**src/rtl/gtg_pkg.sv**
```systemverilog
// Package for the go-to-goal controller: widths, register indexes, CORDIC table,
// and the structs passed between the front end, the queue and the back end.
// No dependencies.
package gtg_pkg;

  localparam int CordicSteps = 16;
  localparam int GuardBits   = 8;
  localparam int CordW       = 28;
  localparam int AngW        = 20;
  localparam int QueueDepth  = 4;
  localparam int QueueAw     = 2;

  localparam logic [AngW-1:0] HalfPiQ16 = 20'sd102944;
  localparam logic [16:0]     CordGain  = 17'd39797;

  localparam logic [1:0] RegDistTol = 2'd0;
  localparam logic [1:0] RegAngTol  = 2'd1;
  localparam logic [1:0] RegLinGain = 2'd2;
  localparam logic [1:0] RegAngGain = 2'd3;

  typedef logic signed [CordW-1:0] cord_t;
  typedef logic signed [AngW-1:0]  ang_t;

  typedef struct packed {
    logic              valid;
    cord_t             x;
    cord_t             y;
    ang_t              z;
    logic signed [15:0] heading;
  } cord_stage_t;

  // Result of one vectoring pass, handed from the front end to the back end.
  typedef struct packed {
    logic               valid;
    logic signed [15:0] heading;
    logic [CordW-1:0]   xmag;
    ang_t               z;
  } vec_item_t;

  typedef struct packed {
    logic signed [19:0] fwd;
    logic signed [20:0] turn;
    logic               arrived;
  } result_t;

  function automatic ang_t atan_q16(input int i);
    case (i)
      0:  atan_q16 = 20'sd51472;
      1:  atan_q16 = 20'sd30385;
      2:  atan_q16 = 20'sd16055;
      3:  atan_q16 = 20'sd8150;
      4:  atan_q16 = 20'sd4091;
      5:  atan_q16 = 20'sd2047;
      6:  atan_q16 = 20'sd1024;
      7:  atan_q16 = 20'sd512;
      8:  atan_q16 = 20'sd256;
      9:  atan_q16 = 20'sd128;
      10: atan_q16 = 20'sd64;
      11: atan_q16 = 20'sd32;
      12: atan_q16 = 20'sd16;
      13: atan_q16 = 20'sd8;
      14: atan_q16 = 20'sd4;
      15: atan_q16 = 20'sd2;
      16: atan_q16 = 20'sd1;
      default: atan_q16 = '0;
    endcase
  endfunction

endpackage

```
**src/rtl/gtg_queue.sv**
```systemverilog
// Output queue for results; registered storage with valid count.
// Depends on gtg_pkg.
module gtg_queue import gtg_pkg::*; (
  input  logic    clk_i,
  input  logic    rst_ni,
  input  logic    wr_i,
  input  result_t wdata_i,
  input  logic    rd_i,
  output result_t rdata_o,
  output logic    empty_o,
  output logic [QueueAw:0] count_o
);

  result_t mem_q [QueueDepth];
  logic [QueueAw-1:0] wp_q, rp_q;
  logic [QueueAw:0]   cnt_q;

  always_ff @(posedge clk_i or negedge rst_ni) begin
    if (!rst_ni) begin
      wp_q <= '0; rp_q <= '0; cnt_q <= '0;
    end else begin
      if (wr_i) wp_q <= wp_q + 1'b1;
      if (rd_i) rp_q <= rp_q + 1'b1;
      cnt_q <= cnt_q + (QueueAw+1)'(wr_i) - (QueueAw+1)'(rd_i);
    end
  end
  always_ff @(posedge clk_i) begin
    if (wr_i) mem_q[wp_q] <= wdata_i;
  end

  assign rdata_o = mem_q[rp_q];
  assign empty_o = (cnt_q == 0);
  assign count_o = cnt_q;

`ifndef SYNTH
  a_no_ovf: assert property (@(posedge clk_i) disable iff (!rst_ni)
    wr_i |-> (cnt_q < (QueueAw+1)'(QueueDepth) || rd_i))
    else $error("queue overflow");
  a_no_udf: assert property (@(posedge clk_i) disable iff (!rst_ni)
    rd_i |-> cnt_q != 0)
    else $error("queue underflow");
  a_cnt: assert property (@(posedge clk_i) disable iff (!rst_ni)
    (wr_i && !rd_i) |=> cnt_q == $past(cnt_q) + 1'b1)
    else $error("count mismatch");
`endif

endmodule

```
**config.mk**
```make
export PLATFORM = sky130hd
export DESIGN_NAME = gtg_queue
export DESIGN_NICKNAME = d
export VERILOG_FILES = /design/src/rtl/gtg_pkg.sv /design/src/rtl/gtg_queue.sv
export SDC_FILE = /design/constraint.sdc
export NUM_CORES = 1
export LEC_CHECK = 0
export BUFFER_PORTS_ARGS = -buffer_cell sky130_fd_sc_hd__buf_2
export CORE_UTILIZATION = 54
export CTS_BUF_LIST = sky130_fd_sc_hd__clkbuf_4
export CTS_CLUSTER_DIAMETER = 120
export DETAILED_ROUTE_END_ITERATION = 6
export MAX_ROUTING_LAYER = met4
export PLACE_DENSITY = 0.84
export SKIP_LAST_GASP = 1
export SLEW_MARGIN = 40
export SYNTH_ARGS = -nofsm -noshare
export SYNTH_HDL_FRONTEND = slang
export SYNTH_SLANG_ARGS = --single-unit
```
**constraint.sdc**
```tcl
create_clock -name clk_i -period 3.25 [get_ports clk_i]
set_clock_uncertainty 0.05 [all_clocks]
set_input_delay 0.65 -clock clk_i [delete_from_list [all_inputs] [get_ports clk_i]]
set_output_delay 0.65 -clock clk_i [all_outputs]
set_load 0.1 [all_outputs]
```
==> flow_metrics.py <==
metrics = {
    "status": {
        "status": "complete, but fails checks",
        "violations": "design-rule violations",
    },
    "sta": {
        "period_share_pct": 92.42,
        "worst_pin_slew_ps": 545.6,
        "finalHoldViolCount": 0,
        "fmax_mhz": 332.9,
        "setup_viol": 0,
        "setup_tns_ps": 0,
        "min_period_ps": 3004,
        "rsz0062_at_grt": "no",
        "finalMaxSlewViolations": 0,
        "maxSlewHeadroom_pct": 63.63,
    },
    "clock_network": {
        "root_buffer": "clkbuf_4",
        "tritoncts": "built",
        "clock_latency_ps": 530,
        "cts_buffers": 17,
        "ctsResizeCount": 0,
        "htree_levels": 4,
        "clk_pin_slew_worst_paths_ps": 150,
        "clock-sinks": 175,
        "cts.path.max_buffers": 2,
    },
    "floorplanning": {
        "fp.coreArea_sq_um": 11560,
        "die_x_um": 111.7,
        "start_util_pct": 56.22,
        "die_h_um": 111.7,
        "rows": 39,
        "ioPinCount": 92,
        "die_area_sq_um": 12480,
    },
    "detailed_routing": {
        "drt_iter0_drc": 196,
        "num_vias": 2905,
        "routedWlPerCell_um": 19.86,
        "drc": 7,
        "postRouteWirelength_um": 10290,
        "via_per_inst": 5.608,
        "first_pass_iters": 6,
        "ant_nets": 0,
    },
    "logic_synthesis": {
        "ys.flop_type": "edfxtp_1",
        "synth-edff-count": 168,
        "yosysMostFrequentCell": "edfxtp_1",
        "synth_seq_area_share_pct": 80.29,
        "yosysWarnings": 0,
        "yosys.area.top_type": "edfxtp_1",
        "ys_seq_elements": 175,
        "syn_inst": 253,
        "synth_area_sq_um": 6501,
        "yosys-top-cells-count": "edfxtp_1, mux4_2, dfrtp_1",
        "ys_async_sr_fraction_pct": 4.000,
        "synthTopCellsByArea": "edfxtp_1, mux4_2, dfrtp_1",
        "synth_top_area_share_pct": 77.60,
        "syn_avg_cell_area_sq_um": 25.70,
        "synth_fp_nets": 306,
        "ys_types": 16,
    },
    "place": {
        "io_buffers": 91,
        "gp_congestion": 0.7174,
        "dp_hpwl_um": 6411,
    },
    "run": {
        "cap_violations": 0,
    },
    "worst_setup_path": {
        "arrival_ps": 2300,
        "crit_fanout": 17,
        "crit_path_end_kind": "output pin",
        "start_kind": "flip-flop",
        "criticalPathCategory": "flip-flop to output pin",
        "cp.required_ps": 2550,
    },
    "layout": {
        "synthToLayoutAreaGrowth_pct": 15.24,
        "antennaDiodeCount": 0,
        "fill_cells": 774,
        "final_core_util_pct": 64.78,
        "drive_above_1_share_pct": 46.67,
        "nets": 415,
    },
    "global_route": {
        "overflow": 0,
        "grt_pass1_wl_um": 15890,
        "grt_use_total_pct": 18.25,
        "grt_pass1_vias": 3109,
        "grt_max_degree": 28,
        "antenna_found_initial": 0,
    },
    "min_path": {
        "hp-class": "primary input to flip-flop",
    },
}
kinds of logic (layout without fill, tap and decap cells):
logic type               count (synthesis)  after routing  share of synthesized area, %
flip-flops                             175            175                         80.29
multiplexers                            42             42                         14.78
buffers and inverters                   16            138                         2.136
AO/OA/AOI/OAI                            1              1                       0.07691
adder cells (fa/ha/maj)                  7              7                         1.463
XOR/XNOR                                 5              5                        0.6737
AND/OR/NAND/NOR                          7              7                        0.5773
layer usage:
metal	part of all wire (%)	routed length (um)	GRT usage (%)
met5	0	0	-
met4	0.80	82	6.486
met3	5.4	559	5.280
met2	53	5496	30.56
met1	40	4150	21.12
area by class of cell:
cell class              instances  area (sq um)  area share, %
flip-flops and latches        175          5225          69.74
multi-input cells              62          1152          15.38
repair buffers                100         600.6          8.016
clock inverters                15         185.2          2.472
well taps                     143         178.9          2.388
clock buffers                  17         127.6          1.703
inverters                       6         22.52         0.3006
state kept, by name (all words and copies together) (netlist names):
signal	cells
mem_q	168
count_o	3
rp_q	2
wp_q	2
critical path, stage by stage (launching register included):
cell and delay, ps:
dfrtp_4 660, buf_12 230, mux4_1 570, buf_2 310
cells in the final DEF, fill, tap and decap left out, types with 4 or more instances in the layout:
| cell type | count |
|---|---|
| ha_1 | 6 |
| buf_2 | 91 |
| mux4_2 | 38 |
| edfxtp_1 | 168 |
| mux4_1 | 4 |
| clkbuf_4 | 17 |
| buf_12 | 6 |
| inv_1 | 6 |
| dfrtp_1 | 5 |
| and2_2 | 4 |
repair_timing:
| item | 4_1_cts | 5_1_grt |
|---|---|---|
| setup endpoints to repair | 4 | 0 |
| hold buffers | 1 | 0 |
| setup buffers | 1 | 0 |
| endpoints found under the hold margin | 7 | 0 |
stage by stage:
step / worst slack [ps] / hold WS [ps] / cell area (sq um) / instances
finish: 246.3 / 263.8 / 7492 / 518
global route: 107.4 / 216.2 / 7492 / 518
CTS: 173.2 / 227.3 / 7492 / 518
detailed placement: 549.9 / 437.5 / 7149 / 484
global placement: 579.0 / 439.1 / 7149 / 484
floorplan: 446.0 / 304.4 / 6506 / 253
final timing paths:
kind / startpoint / to / slack, ps / depth (start not counted)
max in group asynchronous: rst_ni / rp_q[0] / 2550 / 2
min: wdata_i[28] / mem_q[2][28] / 260 / 1
min reg2reg: wp_q[0] / wp_q[0] / 510 / 1
max reg2reg: wp_q[0] / mem_q[0][5] / 1440 / 4
max: rp_q[0] / rdata_o[0] / 250 / 3
min in group asynchronous: rst_ni / count_o[1] / 410 / 2
Power is not shown: default switching activity piles up to over one toggle a cycle in this logic, so the estimate is an artifact.
