## src/rtl/gtg_pkg.sv

```systemverilog
// Package for the go-to-goal controller: widths, register indexes, CORDIC table,
// and the structs passed between the front end, the queue and the back end.
// No dependencies.
package gtg_pkg;

  localparam int CordicSteps = 16;
  localparam int GuardBits   = 8;
  localparam int CordW       = 28;
  localparam int AngW        = 20;
  localparam int QueueDepth  = 4;
  localparam int QueueAw     = 2;

  localparam logic [AngW-1:0] HalfPiQ16 = 20'sd102944;
  localparam logic [16:0]     CordGain  = 17'd39797;

  localparam logic [1:0] RegDistTol = 2'd0;
  localparam logic [1:0] RegAngTol  = 2'd1;
  localparam logic [1:0] RegLinGain = 2'd2;
  localparam logic [1:0] RegAngGain = 2'd3;

  typedef logic signed [CordW-1:0] cord_t;
  typedef logic signed [AngW-1:0]  ang_t;

  typedef struct packed {
    logic              valid;
    cord_t             x;
    cord_t             y;
    ang_t              z;
    logic signed [15:0] heading;
  } cord_stage_t;

  // Result of one vectoring pass, handed from the front end to the back end.
  typedef struct packed {
    logic               valid;
    logic signed [15:0] heading;
    logic [CordW-1:0]   xmag;
    ang_t               z;
  } vec_item_t;

  typedef struct packed {
    logic signed [19:0] fwd;
    logic signed [20:0] turn;
    logic               arrived;
  } result_t;

  function automatic ang_t atan_q16(input int i);
    case (i)
      0:  atan_q16 = 20'sd51472;
      1:  atan_q16 = 20'sd30385;
      2:  atan_q16 = 20'sd16055;
      3:  atan_q16 = 20'sd8150;
      4:  atan_q16 = 20'sd4091;
      5:  atan_q16 = 20'sd2047;
      6:  atan_q16 = 20'sd1024;
      7:  atan_q16 = 20'sd512;
      8:  atan_q16 = 20'sd256;
      9:  atan_q16 = 20'sd128;
      10: atan_q16 = 20'sd64;
      11: atan_q16 = 20'sd32;
      12: atan_q16 = 20'sd16;
      13: atan_q16 = 20'sd8;
      14: atan_q16 = 20'sd4;
      15: atan_q16 = 20'sd2;
      16: atan_q16 = 20'sd1;
      default: atan_q16 = '0;
    endcase
  endfunction

endpackage

```

## src/rtl/gtg_front.sv

```systemverilog
// Front end: forms dx/dy, quadrant pre-rotation, pipelined CORDIC vectoring.
// Depends on gtg_pkg. Advances only when enabled (en_i).
module gtg_front import gtg_pkg::*; (
  input  logic               clk_i,
  input  logic               rst_ni,
  input  logic               en_i,
  input  logic               in_valid_i,
  input  logic signed [15:0] current_x_i,
  input  logic signed [15:0] current_y_i,
  input  logic signed [15:0] current_heading_i,
  input  logic signed [15:0] goal_x_i,
  input  logic signed [15:0] goal_y_i,
  input  logic               goal_valid_i,
  output vec_item_t          item_o
);

  cord_stage_t stg_q [CordicSteps+1];
  cord_stage_t stg_d [CordicSteps+1];

  logic signed [16:0] dx, dy;
  logic signed [17:0] px, py;

  always_comb begin
    dx = 17'(goal_x_i) - 17'(current_x_i);
    dy = 17'(goal_y_i) - 17'(current_y_i);
    stg_d[0].z = '0;
    if (dx < 0) begin
      if (dy >= 0) begin
        px = 18'(dy); py = -18'(dx); stg_d[0].z = HalfPiQ16;
      end else begin
        px = -18'(dy); py = 18'(dx); stg_d[0].z = -HalfPiQ16;
      end
    end else begin
      px = 18'(dx); py = 18'(dy);
    end
    stg_d[0].valid   = in_valid_i & goal_valid_i;
    stg_d[0].x       = CordW'(px) <<< GuardBits;
    stg_d[0].y       = CordW'(py) <<< GuardBits;
    stg_d[0].heading = current_heading_i;
  end

  for (genvar i = 0; i < CordicSteps; i++) begin : g_it
    always_comb begin
      stg_d[i+1] = stg_q[i];
      if (stg_q[i].y >= 0) begin
        stg_d[i+1].x = stg_q[i].x + (stg_q[i].y >>> i);
        stg_d[i+1].y = stg_q[i].y - (stg_q[i].x >>> i);
        stg_d[i+1].z = stg_q[i].z + atan_q16(i);
      end else begin
        stg_d[i+1].x = stg_q[i].x - (stg_q[i].y >>> i);
        stg_d[i+1].y = stg_q[i].y + (stg_q[i].x >>> i);
        stg_d[i+1].z = stg_q[i].z - atan_q16(i);
      end
    end
  end

  for (genvar i = 0; i <= CordicSteps; i++) begin : g_reg
    always_ff @(posedge clk_i or negedge rst_ni) begin
      if (!rst_ni) begin
        stg_q[i].valid <= 1'b0;
      end else if (en_i) begin
        stg_q[i] <= stg_d[i];
      end
    end
  end

  assign item_o.valid   = stg_q[CordicSteps].valid;
  assign item_o.heading = stg_q[CordicSteps].heading;
  assign item_o.xmag    = stg_q[CordicSteps].x;
  assign item_o.z       = stg_q[CordicSteps].z;

endmodule

```

## config.mk

```make
export PLATFORM = sky130hd
export DESIGN_NAME = gtg_front
export DESIGN_NICKNAME = d
export VERILOG_FILES = /design/src/rtl/gtg_pkg.sv /design/src/rtl/gtg_front.sv
export SDC_FILE = /design/constraint.sdc
export NUM_CORES = 2
export LEC_CHECK = 0
export ABC_CLOCK_PERIOD_IN_PS = 6130
export CORE_ASPECT_RATIO = 1.1
export CORE_MARGIN = 3
export CORE_UTILIZATION = 56
export DETAILED_ROUTE_END_ITERATION = 6
export DONT_BUFFER_PORTS = 1
export PLACE_DENSITY_LB_ADDON = 0.15
export SLEW_MARGIN = 20
export SYNTH_ARGS = -nofsm -noshare
export SYNTH_HDL_FRONTEND = slang
export SYNTH_SLANG_ARGS = --single-unit
```

## constraint.sdc

```tcl
create_clock -name clk_i -period 6.13 [get_ports clk_i]
set_input_delay 1.839 -clock clk_i [delete_from_list [all_inputs] [get_ports clk_i]]
set_output_delay 1.839 -clock clk_i [all_outputs]
set_load 0.005 [all_outputs]
```

==> results.txt <==
Status: finished clean
Flop2flop setup slack: 0.96 ns
Post-route cell area: 0.110 mm^2
Critical path class: reg -> reg
Clock transition at path regs: 0.06 ns
Port buffer count: 0
Slew Limit Fails: 0
Setup Slack @ Placement: 0.808 ns
Hold Fails Final Rpt: 0
Clk Tree Root Cell: clkbuf_16
R2R Path Start: stg_q[1071]$_DFFE_PP_
Ratio of cells with drive above 1 in the final layout: 4.14%
Number of CTS-inserted buffers: 160
DR vias: 74500
Worst Skew: 0.0357 ns
Final TNS setup: 0 ns
Top_reg_cell synth: edfxtp_1
Worst rel slew slack: 24.4%
Post-DP HPWL: 187000 um
Top-area cell type share of the netlist area: 41.5%
# Post-CTS Setup Buffers: 0
Unrepaired setup endpoints after global routing: false
Post-Syn Instances: 9900
Worst-case clock buffer depth: 3
P&R area growth vs syn: 8.14%
End-of-flow core utilization: 61.3%
Final #Nets: 11200
Largest net degree at the start of global routing: 100
Type of the worst min-delay path: reg -> reg
Initial antenna violation count: 6
Library cells used by synthesis: 100
Clock Sinks: 1428
Worst setup path start: stg_q[1071]$_DFFE_PP_
Vias in the first global route: 71800
CP Capture Type: flop
Worst path cell trace: or4_1 -> nor4_1 -> inv_1 -> or4_1 -> o31ai_1 -> xnor2_1 -> ha_1 -> a21o_1 -> a21oi_1 -> o21ai_0 -> a221oi_1 -> o21ai_1 -> o41a_1 -> a21o_1 -> a21oi_1 -> xnor2_1
Synth area leader: edfxtp_1
CTS H-tree depth: 4
Total GRT Usage: 25.2%
DR vias/cell: 5.94
Post-DP Area: 0.105 mm^2
Post-synth EDFFs: 1411
Number of synthesized register bits: 1428
I/O pin count: 150
CP max FO: 6
Post-route worst setup slack: 0.961 ns
Tmin final: 5.17 ns
Upper clock frequency limit: 193 MHz
Die Height: 454 um
Synthesized area: 0.102 mm^2
DR iter-0 viols: 5400
Total Routed Length: 241000 um
Tcrit/Tclk final: 84.3%
Worst skew pair latency: 0.84 ns
DRT Pass-1 Iters: 6
Starting density of the core: 56.7%
Die width: 413 um
DRC Markers: 0
Hold wc startpoint: stg_d[562]$_DFFE_PP_
Synth top area cells: edfxtp_1, ha_1, xnor2_1
Arrival @ worst endpoint: 5.75 ns
Ys Warns: 0
Final GP Congestion: 0.923
Post-synthesis sequential area ratio: 41.9%
Setup violations, final: 0
Core area: 0.180 mm^2
CP Launch Type: flop
Worst Tran Pin Value: 1.13 ns
Antenna-violating nets left: 0
Slowest CP cell: or4_1
Mapped Avg Cell Area: 10.3 um^2
# Max-Cap Violations: 0
CTS tree: yes
Die area: 0.188 mm^2
Fraction of registers with async set/reset: 1.19%
WL per Instance: 19.2 um
Critical path required time: 6.71 ns
CP peak stage delay: 0.62 ns
Post-CTS Resized: 0
Row count: 163
First-pass GRT wire length: 381000 um
CTS Hold Bufs: 0
GRT overflow: 0
==> synth_stat cells (132+ instances only) <==
cell,n
o31ai_1,166
nor3_1,256
nand3_1,187
nand2b_1,142
nor2b_1,146
ha_1,1043
o21bai_1,165
o21ai_0,554
xnor2_1,936
xor2_1,481
nand2_1,554
a21oi_1,715
or3_1,132
edfxtp_1,1411
a21o_1,268
nor2_1,762
o21a_1,136
inv_1,472
==> registers in the layout (all words and copies together) (netlist names) <==
signal	cells
stg_d	272
stg_q	1092
item_o	64
==> final timing paths <==
kind | end | depth (start not counted)
worst max-delay path | stg_q[1020]$_DFFE_PP_ | 16
worst min-delay path | stg_d[469]$_DFFE_PP_ | 0
worst max register to register | stg_q[1020]$_DFFE_PP_ | 16
worst min register to register | stg_d[469]$_DFFE_PP_ | 0
max in group asynchronous | stg_d[557]$_DFFE_PN0P_ | 0
min in group asynchronous | stg_d[185]$_DFFE_PN0P_ | 0
==> logic make-up (layout without fill, tap and decap cells) <==
| kind of cell | count (synthesis) | in the layout | synth area share (%) |
|---|---|---|---|
| mux | 64 | 64 | 0.648 |
| other cells | 1 | 110 | 0.00367 |
| fa+ha+maj | 1088 | 1088 | 13.6 |
| compound gates | 2620 | 2620 | 16.6 |
| simple gates | 2577 | 2577 | 12.3 |
| xor+xnor | 1417 | 1417 | 12.1 |
| buf+inv | 705 | 841 | 2.84 |
| flops | 1428 | 1428 | 41.9 |
==> final cells by class <==
class,count,area [um^2]
Sequential cell,1428,42800
Fill cell,14800,69800
Timing Repair Buffer,66,696
Clock buffer,199,4210
Clock inverter,98,1110
Inverter,478,1790
Tap cell,2392,2990
Antenna cell,2,5.00
Multi-Input combinational cell,7874,56900
==> layer usage <==
layer	up-vias	GRT usage [%]	wire length, um
met5	-	0	0
met4	0	6.45	5420
met3	312	3.23	11500
met2	1607	42.9	116000
met1	35700	34.1	108000
li1	36800	-	-
==> metrics by stage <==
| stage | hold WS [ns] | std cells |
|---|---|---|
| 2_1_floorplan | 0.400 | 10000 |
| 3_3_place_gp | 0.401 | 12200 |
| 3_5_place_dp | 0.405 | 12200 |
| 4_1_cts | 0.400 | 12500 |
| 5_1_grt | 0.417 | 12500 |
| 6_report | 0.407 | 12500 |
==> cells in the final DEF (no fill, tap or decap), types with 187 or more instances in the layout <==
master / synthesis / layout
a21oi_1: 715 / 715
nor3_1: 256 / 256
inv_1: 472 / 472
nand2_1: 554 / 554
edfxtp_1: 1411 / 1411
nand3_1: 187 / 187
o21ai_0: 554 / 554
nor2_1: 762 / 762
xnor2_1: 936 / 936
ha_1: 1043 / 1043
xor2_1: 481 / 481
a21o_1: 268 / 268
==> critical path: cells and delay by family (launching register included) <==
family	cells	cell delay [ns]
compound gates	9	2.43
simple gates	3	1.41
flops	1	0.44
fa+ha+maj	1	0.37
xor+xnor	2	0.20
buf+inv	1	0.09
Power is left out: the tool's default activity adds up to more than one toggle a clock period on the data nets, which glitch-free logic cannot reach.
