[config.mk]
export PLATFORM = sky130hd
export DESIGN_NAME = gtg_back
export DESIGN_NICKNAME = d
export VERILOG_FILES = /design/src/rtl/gtg_pkg.sv /design/src/rtl/gtg_back.sv
export SDC_FILE = /design/constraint.sdc
export NUM_CORES = 2
export LEC_CHECK = 0
export BUFFER_PORTS_ARGS = -buffer_cell sky130_fd_sc_hd__buf_2
export CORE_AREA = 2 2 279 281
export CTS_CLUSTER_SIZE = 28
export DETAILED_ROUTE_END_ITERATION = 7
export DIE_AREA = 0 0 281 283
export PLACE_DENSITY = 0.6
export SYNTH_ARGS = -nofsm -noshare
export SYNTH_HDL_FRONTEND = slang
export SYNTH_SLANG_ARGS = --single-unit
[constraint.sdc]
create_clock -name clk_i -period 16.1 [get_ports clk_i]
set_clock_uncertainty 0.15 [all_clocks]
set_input_delay 0.805 -clock clk_i [delete_from_list [all_inputs] [get_ports clk_i]]
set_output_delay 0.805 -clock clk_i [all_outputs]
set_load 0.1 [all_outputs]
[src/rtl/gtg_pkg.sv]
// Package for the go-to-goal controller: widths, register indexes, CORDIC table,
// and the structs passed between the front end, the queue and the back end.
// No dependencies.
package gtg_pkg;

  localparam int CordicSteps = 16;
  localparam int GuardBits   = 8;
  localparam int CordW       = 28;
  localparam int AngW        = 20;
  localparam int QueueDepth  = 4;
  localparam int QueueAw     = 2;

  localparam logic [AngW-1:0] HalfPiQ16 = 20'sd102944;
  localparam logic [16:0]     CordGain  = 17'd39797;

  localparam logic [1:0] RegDistTol = 2'd0;
  localparam logic [1:0] RegAngTol  = 2'd1;
  localparam logic [1:0] RegLinGain = 2'd2;
  localparam logic [1:0] RegAngGain = 2'd3;

  typedef logic signed [CordW-1:0] cord_t;
  typedef logic signed [AngW-1:0]  ang_t;

  typedef struct packed {
    logic              valid;
    cord_t             x;
    cord_t             y;
    ang_t              z;
    logic signed [15:0] heading;
  } cord_stage_t;

  // Result of one vectoring pass, handed from the front end to the back end.
  typedef struct packed {
    logic               valid;
    logic signed [15:0] heading;
    logic [CordW-1:0]   xmag;
    ang_t               z;
  } vec_item_t;

  typedef struct packed {
    logic signed [19:0] fwd;
    logic signed [20:0] turn;
    logic               arrived;
  } result_t;

  function automatic ang_t atan_q16(input int i);
    case (i)
      0:  atan_q16 = 20'sd51472;
      1:  atan_q16 = 20'sd30385;
      2:  atan_q16 = 20'sd16055;
      3:  atan_q16 = 20'sd8150;
      4:  atan_q16 = 20'sd4091;
      5:  atan_q16 = 20'sd2047;
      6:  atan_q16 = 20'sd1024;
      7:  atan_q16 = 20'sd512;
      8:  atan_q16 = 20'sd256;
      9:  atan_q16 = 20'sd128;
      10: atan_q16 = 20'sd64;
      11: atan_q16 = 20'sd32;
      12: atan_q16 = 20'sd16;
      13: atan_q16 = 20'sd8;
      14: atan_q16 = 20'sd4;
      15: atan_q16 = 20'sd2;
      16: atan_q16 = 20'sd1;
      default: atan_q16 = '0;
    endcase
  endfunction

endpackage

[src/rtl/gtg_back.sv]
// Back end: gain correction, tolerance tests, speed and turn products, saturation.
// Depends on gtg_pkg. Three register stages, advanced by en_i.
module gtg_back import gtg_pkg::*; (
  input  logic               clk_i,
  input  logic               rst_ni,
  input  logic               en_i,
  input  logic               in_valid_i,
  input  vec_item_t          item_i,
  input  logic [15:0]        dist_tol_i,
  input  logic [15:0]        ang_tol_i,
  input  logic [11:0]        lin_gain_i,
  input  logic [11:0]        ang_gain_i,
  output logic               out_valid_o,
  output result_t            res_o
);

  // stage 1: distance product
  logic               v1_q, g1_q;
  logic [44:0]        prod1_q;
  logic signed [17:0] err1_q;
  logic signed [18:0] err_d;
  logic signed [AngW:0] zr;

  always_comb begin
    zr    = (AngW+1)'(item_i.z) + 21'sd4;
    err_d = 19'(zr >>> 3) - 19'(item_i.heading);
  end

  always_ff @(posedge clk_i or negedge rst_ni) begin
    if (!rst_ni) begin
      v1_q <= 1'b0;
    end else if (en_i) begin
      v1_q <= in_valid_i;
    end
  end
  always_ff @(posedge clk_i) begin
    if (en_i) begin
      g1_q    <= item_i.valid;
      prod1_q <= 45'(item_i.xmag) * 45'(CordGain);
      err1_q  <= 18'(err_d);
    end
  end

  // stage 2: distance, compares, gain products
  logic        v2_q, g2_q, far2_q, turn2_q;
  logic [21:0] dist_v;
  logic [33:0] fprod2_q;
  logic signed [30:0] tprod2_q;
  logic [17:0] mag;

  always_comb begin
    dist_v = 22'((prod1_q + 45'(1 << 23)) >> 24);
    mag    = err1_q[17] ? 18'(-err1_q) : 18'(err1_q);
  end

  always_ff @(posedge clk_i or negedge rst_ni) begin
    if (!rst_ni) begin
      v2_q <= 1'b0;
    end else if (en_i) begin
      v2_q <= v1_q;
    end
  end
  always_ff @(posedge clk_i) begin
    if (en_i) begin
      g2_q     <= g1_q;
      far2_q   <= dist_v > 22'(dist_tol_i);
      turn2_q  <= mag > 18'(ang_tol_i);
      fprod2_q <= 34'(lin_gain_i) * 34'(dist_v);
      tprod2_q <= 31'(signed'({1'b0, ang_gain_i})) * 31'(err1_q);
    end
  end

  // stage 3: round, saturate, select
  logic [33:0]        fr;
  logic signed [30:0] tr;
  logic signed [19:0] fsat;
  logic signed [20:0] tsat;
  result_t            res_d;

  always_comb begin
    fr = (fprod2_q + 34'd128) >> 8;
    tr = (tprod2_q + 31'sd128) >>> 8;
    fsat = (fr > 34'd524287) ? 20'sd524287 : 20'(fr);
    if (tr > 31'sd1048575) tsat = 21'sd1048575;
    else if (tr < -31'sd1048576) tsat = -21'sd1048576;
    else tsat = 21'(tr);
    res_d.fwd     = '0;
    res_d.turn    = '0;
    res_d.arrived = 1'b0;
    if (g2_q) begin
      if (far2_q) begin
        res_d.fwd = fsat;
        if (turn2_q) res_d.turn = tsat;
      end else begin
        res_d.arrived = 1'b1;
      end
    end
  end

  always_ff @(posedge clk_i or negedge rst_ni) begin
    if (!rst_ni) begin
      out_valid_o <= 1'b0;
    end else if (en_i) begin
      out_valid_o <= v2_q;
    end
  end
  always_ff @(posedge clk_i) begin
    if (en_i) res_o <= res_d;
  end

`ifndef SYNTH
  a_arr_zero: assert property (@(posedge clk_i) disable iff (!rst_ni)
    res_o.arrived |-> (res_o.fwd == 0 && res_o.turn == 0))
    else $error("arrived with nonzero command");
  a_fwd_pos: assert property (@(posedge clk_i) disable iff (!rst_ni)
    !res_o.fwd[19] || !out_valid_o)
    else $error("negative forward speed");
  a_v_adv: assert property (@(posedge clk_i) disable iff (!rst_ni)
    en_i |=> out_valid_o == $past(v2_q))
    else $error("pipeline valid lost");
`endif

endmodule

==> impl_metrics.py <==
metrics = {
    "logic_synthesis": {
        "synth_area_leader_cell": "fa_1",
        "synth_nets": 4191,
        "synthTopCellsByCount": "728 x inv_1, 585 x fa_1, 358 x ha_1, 339 x nand2_1, 189 x and2_1",
        "ys_seq_area_frac": 0.136,
        "ys.flop_type": "edfxtp_1",
        "synth_top_cell_area_share": 0.385,
        "synth-warning-count": 0,
        "synth_edf_count": 135,
        "synth_area_leaders": "fa_1 38%, ha_1 15%, edfxtp_1 13%",
        "synth_cell_types": 62,
        "synth_most_common_cell": "inv_1",
        "synth_area_per_cell_um2": 9.75,
        "async_reset_ff_frac": 0.0217,
        "syn_inst": 3123,
        "synth-seq-cells": 138,
        "netlist_area_um2": 30400,
    },
    "job": {
        "max-cap-violations": 0,
    },
    "layout": {
        "finalNetCount": 4305,
        "layout-drive-gt1-share": 0.0735,
        "syn_to_final_growth_pct": 8.42,
        "n_fill_cell": 7537,
    },
    "sta": {
        "fmax_ghz": 0.138,
        "setup-tns-final_ns": 0,
        "min_period_ns": 7.24,
        "rsz0062_at_grt": "false",
        "worstMarginPinSlew_ns": 1.05,
        "hold_viol_final": 0,
        "fin_crit_sh": 0.450,
        "setup-violations-final": 0,
        "drv_slew": 0,
        "relSlewSlack": 0.295,
    },
    "grt": {
        "grt_pass1_vias": 21600,
        "antenna_found_initial": 8,
        "grt_pass1_wl_um": 112000,
        "grt-ovfl-total": 0,
        "grt_max_degree": 71,
        "grt.total_usage": 0.176,
    },
    "worst_setup_path": {
        "r2r_cells": 25,
        "cp.arrival_ns": 7.30,
        "endpoint_kind": "flip-flop",
        "worstSetupPathType": "reg2reg",
        "startpoint_type": "flip-flop",
        "crit_end": "fprod2_q[32]$_DFFE_PP_",
        "rr_endpoint": "fprod2_q[32]$_DFFE_PP_",
        "regToRegSetupSlack_ns": 8.86,
        "startpoint": "prod1_q[26]$_DFFE_PP_",
        "worstPathRequired_ns": 16.16,
        "worstReg2RegStart": "prod1_q[26]$_DFFE_PP_",
        "path_max_fanout": 13,
    },
    "min_path": {
        "hold_path.class": "reg2reg",
    },
    "die": {
        "core_um2": 76700,
        "dieWidth_um": 281,
        "die_area_um2": 79500,
        "die_y_um": 283,
        "initial_utilization": 0.397,
        "row_count": 102,
        "ioPinCount": 168,
    },
    "route": {
        "routed_wl_um": 66800,
        "drt-vias-per-instance": 4.76,
        "wire_per_inst_um": 15.6,
        "route.detailed.drc": 0,
        "drt_iter0_drc": 834,
        "antenna_left": 0,
        "vias": 20400,
        "dr.pass1.iters": 5,
    },
    "clock_network": {
        "clkTransAtPathRegs_ns": 0.08,
        "root_buffer": "clkbuf_16",
        "cts_max_level": 4,
        "tritoncts": "built",
        "clk_latency_ns": 0.46,
        "cts_buffers": 17,
        "hold_buffers": 1,
        "post_cts.repair.setup_buffers": 0,
        "cts.repair.resized": 0,
        "cts_sinks": 138,
        "clk_path_buf_depth": 2,
    },
    "place": {
        "hpwl_um": 54900,
        "io_buffers": 165,
        "gp_congestion": 0.845,
    },
    "run_status": {
        "run_status": "finished clean",
    },
}
worst max-delay path: stages (launching register included):
cell	delay (ns)
edfxtp_1	0.41
and3_1	0.21
and3_1	0.20
nand4_1	0.20
nor2_1	0.17
xor2_1	0.15
buf_4	0.25
nand2_1	0.11
fa_1	0.51
fa_1	0.52
inv_1	0.05
fa_1	0.47
fa_1	0.54
inv_1	0.06
fa_1	0.59
inv_1	0.06
ha_1	0.31
and4_1	0.24
and3_1	0.19
a221oi_2	0.38
o21a_1	0.25
o221ai_2	0.19
a211oi_2	0.33
a21oi_1	0.16
a21oi_1	0.19
xnor2_1	0.08
cell families after synthesis:
logic type | synth area share
fa+ha+maj | 0.532
buf+inv | 0.101
simple gates | 0.127
compound gates | 0.0552
xor+xnor | 0.0483
flops | 0.136
mux | 0.00111
other cells | 0.000123
stage by stage:
| stage | util | worst slack, ns | cell area (um^2) | cells | hold slack, ns |
|---|---|---|---|---|---|
| 2_1_floorplan | - | 9.38 | 30400 | 3123 | 0.250 |
| 3_3_place_gp | 0.422 | 8.94 | 32400 | 4257 | 0.254 |
| 3_5_place_dp | 0.422 | 8.91 | 32400 | 4257 | 0.256 |
| 4_1_cts | 0.430 | 8.87 | 33000 | 4290 | 0.271 |
| 5_1_grt | 0.430 | 8.48 | 33000 | 4291 | 0.272 |
| 6_report | 0.430 | 8.86 | 33000 | 4292 | 0.270 |
sequential cells by signal (all words and copies together) (netlist names):
register / flops
prod1_q: 21
v1_q: 1
g2_q: 1
tprod2_q: 24
v2_q: 1
far2_q: 1
g1_q: 1
turn2_q: 1
err1_q: 18
fprod2_q: 26
res_o: 42
out_valid_o: 1
cells in the final DEF (no fill, tap or decap), drive strengths merged, types with 4 or more instances in the layout:
cell type	netlist	final
o21a	23	23
o21ai	58	58
clkbuf	87	17
ha	358	358
o22ai	7	7
nor2b	19	19
and3	24	24
nand4	24	24
o31ai	6	6
a21o	25	25
o21bai	10	10
and4	12	12
edfxtp	135	135
inv	728	735
nand2	339	339
a31oi	10	10
or2	4	4
nor4	5	5
nand2b	5	5
clkinv	0	6
fa	585	585
xor2	54	54
nor2	87	87
o211ai	4	4
nand3	54	54
xnor2	114	114
nor3	23	23
and2	189	189
a211oi	4	4
buf	5	186
a21oi	77	77
metal layers:
layer | up-vias | global-route usage | part of all wire | routed length [um]
met5 | - | 0 | 0.0012 | 78
met2 | 374 | 0.290 | 0.47 | 31300
met1 | 10100 | 0.248 | 0.47 | 31500
li1 | 9862 | - | - | -
met3 | 57 | 0.0260 | 0.046 | 3070
met4 | 12 | 0.0329 | 0.013 | 840
worst min path at each step:
stage | slack, ns | start | endpoint | cells past startpoint
floorplan | 0.25 | g1_q$_DFFE_PP_ | g2_q$_DFFE_PP_ | 0
global placement | 0.25 | g1_q$_DFFE_PP_ | g2_q$_DFFE_PP_ | 0
detailed placement | 0.26 | g1_q$_DFFE_PP_ | g2_q$_DFFE_PP_ | 0
CTS | 0.27 | g1_q$_DFFE_PP_ | g2_q$_DFFE_PP_ | 0
global route | 0.27 | g1_q$_DFFE_PP_ | g2_q$_DFFE_PP_ | 0
finish | 0.27 | g1_q$_DFFE_PP_ | g2_q$_DFFE_PP_ | 0
layout make-up:
type,instances,area [um^2],area share
multi-input combinational,2165,23200,0.704
sequential,138,4130,0.125
inverter,728,2730,0.0828
tap,1040,1300,0.0394
timing repair buffer,187,1000,0.0303
clock buffer,17,425,0.0129
clock inverter,15,179,0.00542
antenna,2,5.00,0.000152
Power is left out: the tool's default activity adds up to more than one toggle a clock period on the data nets, which glitch-free logic cannot reach.
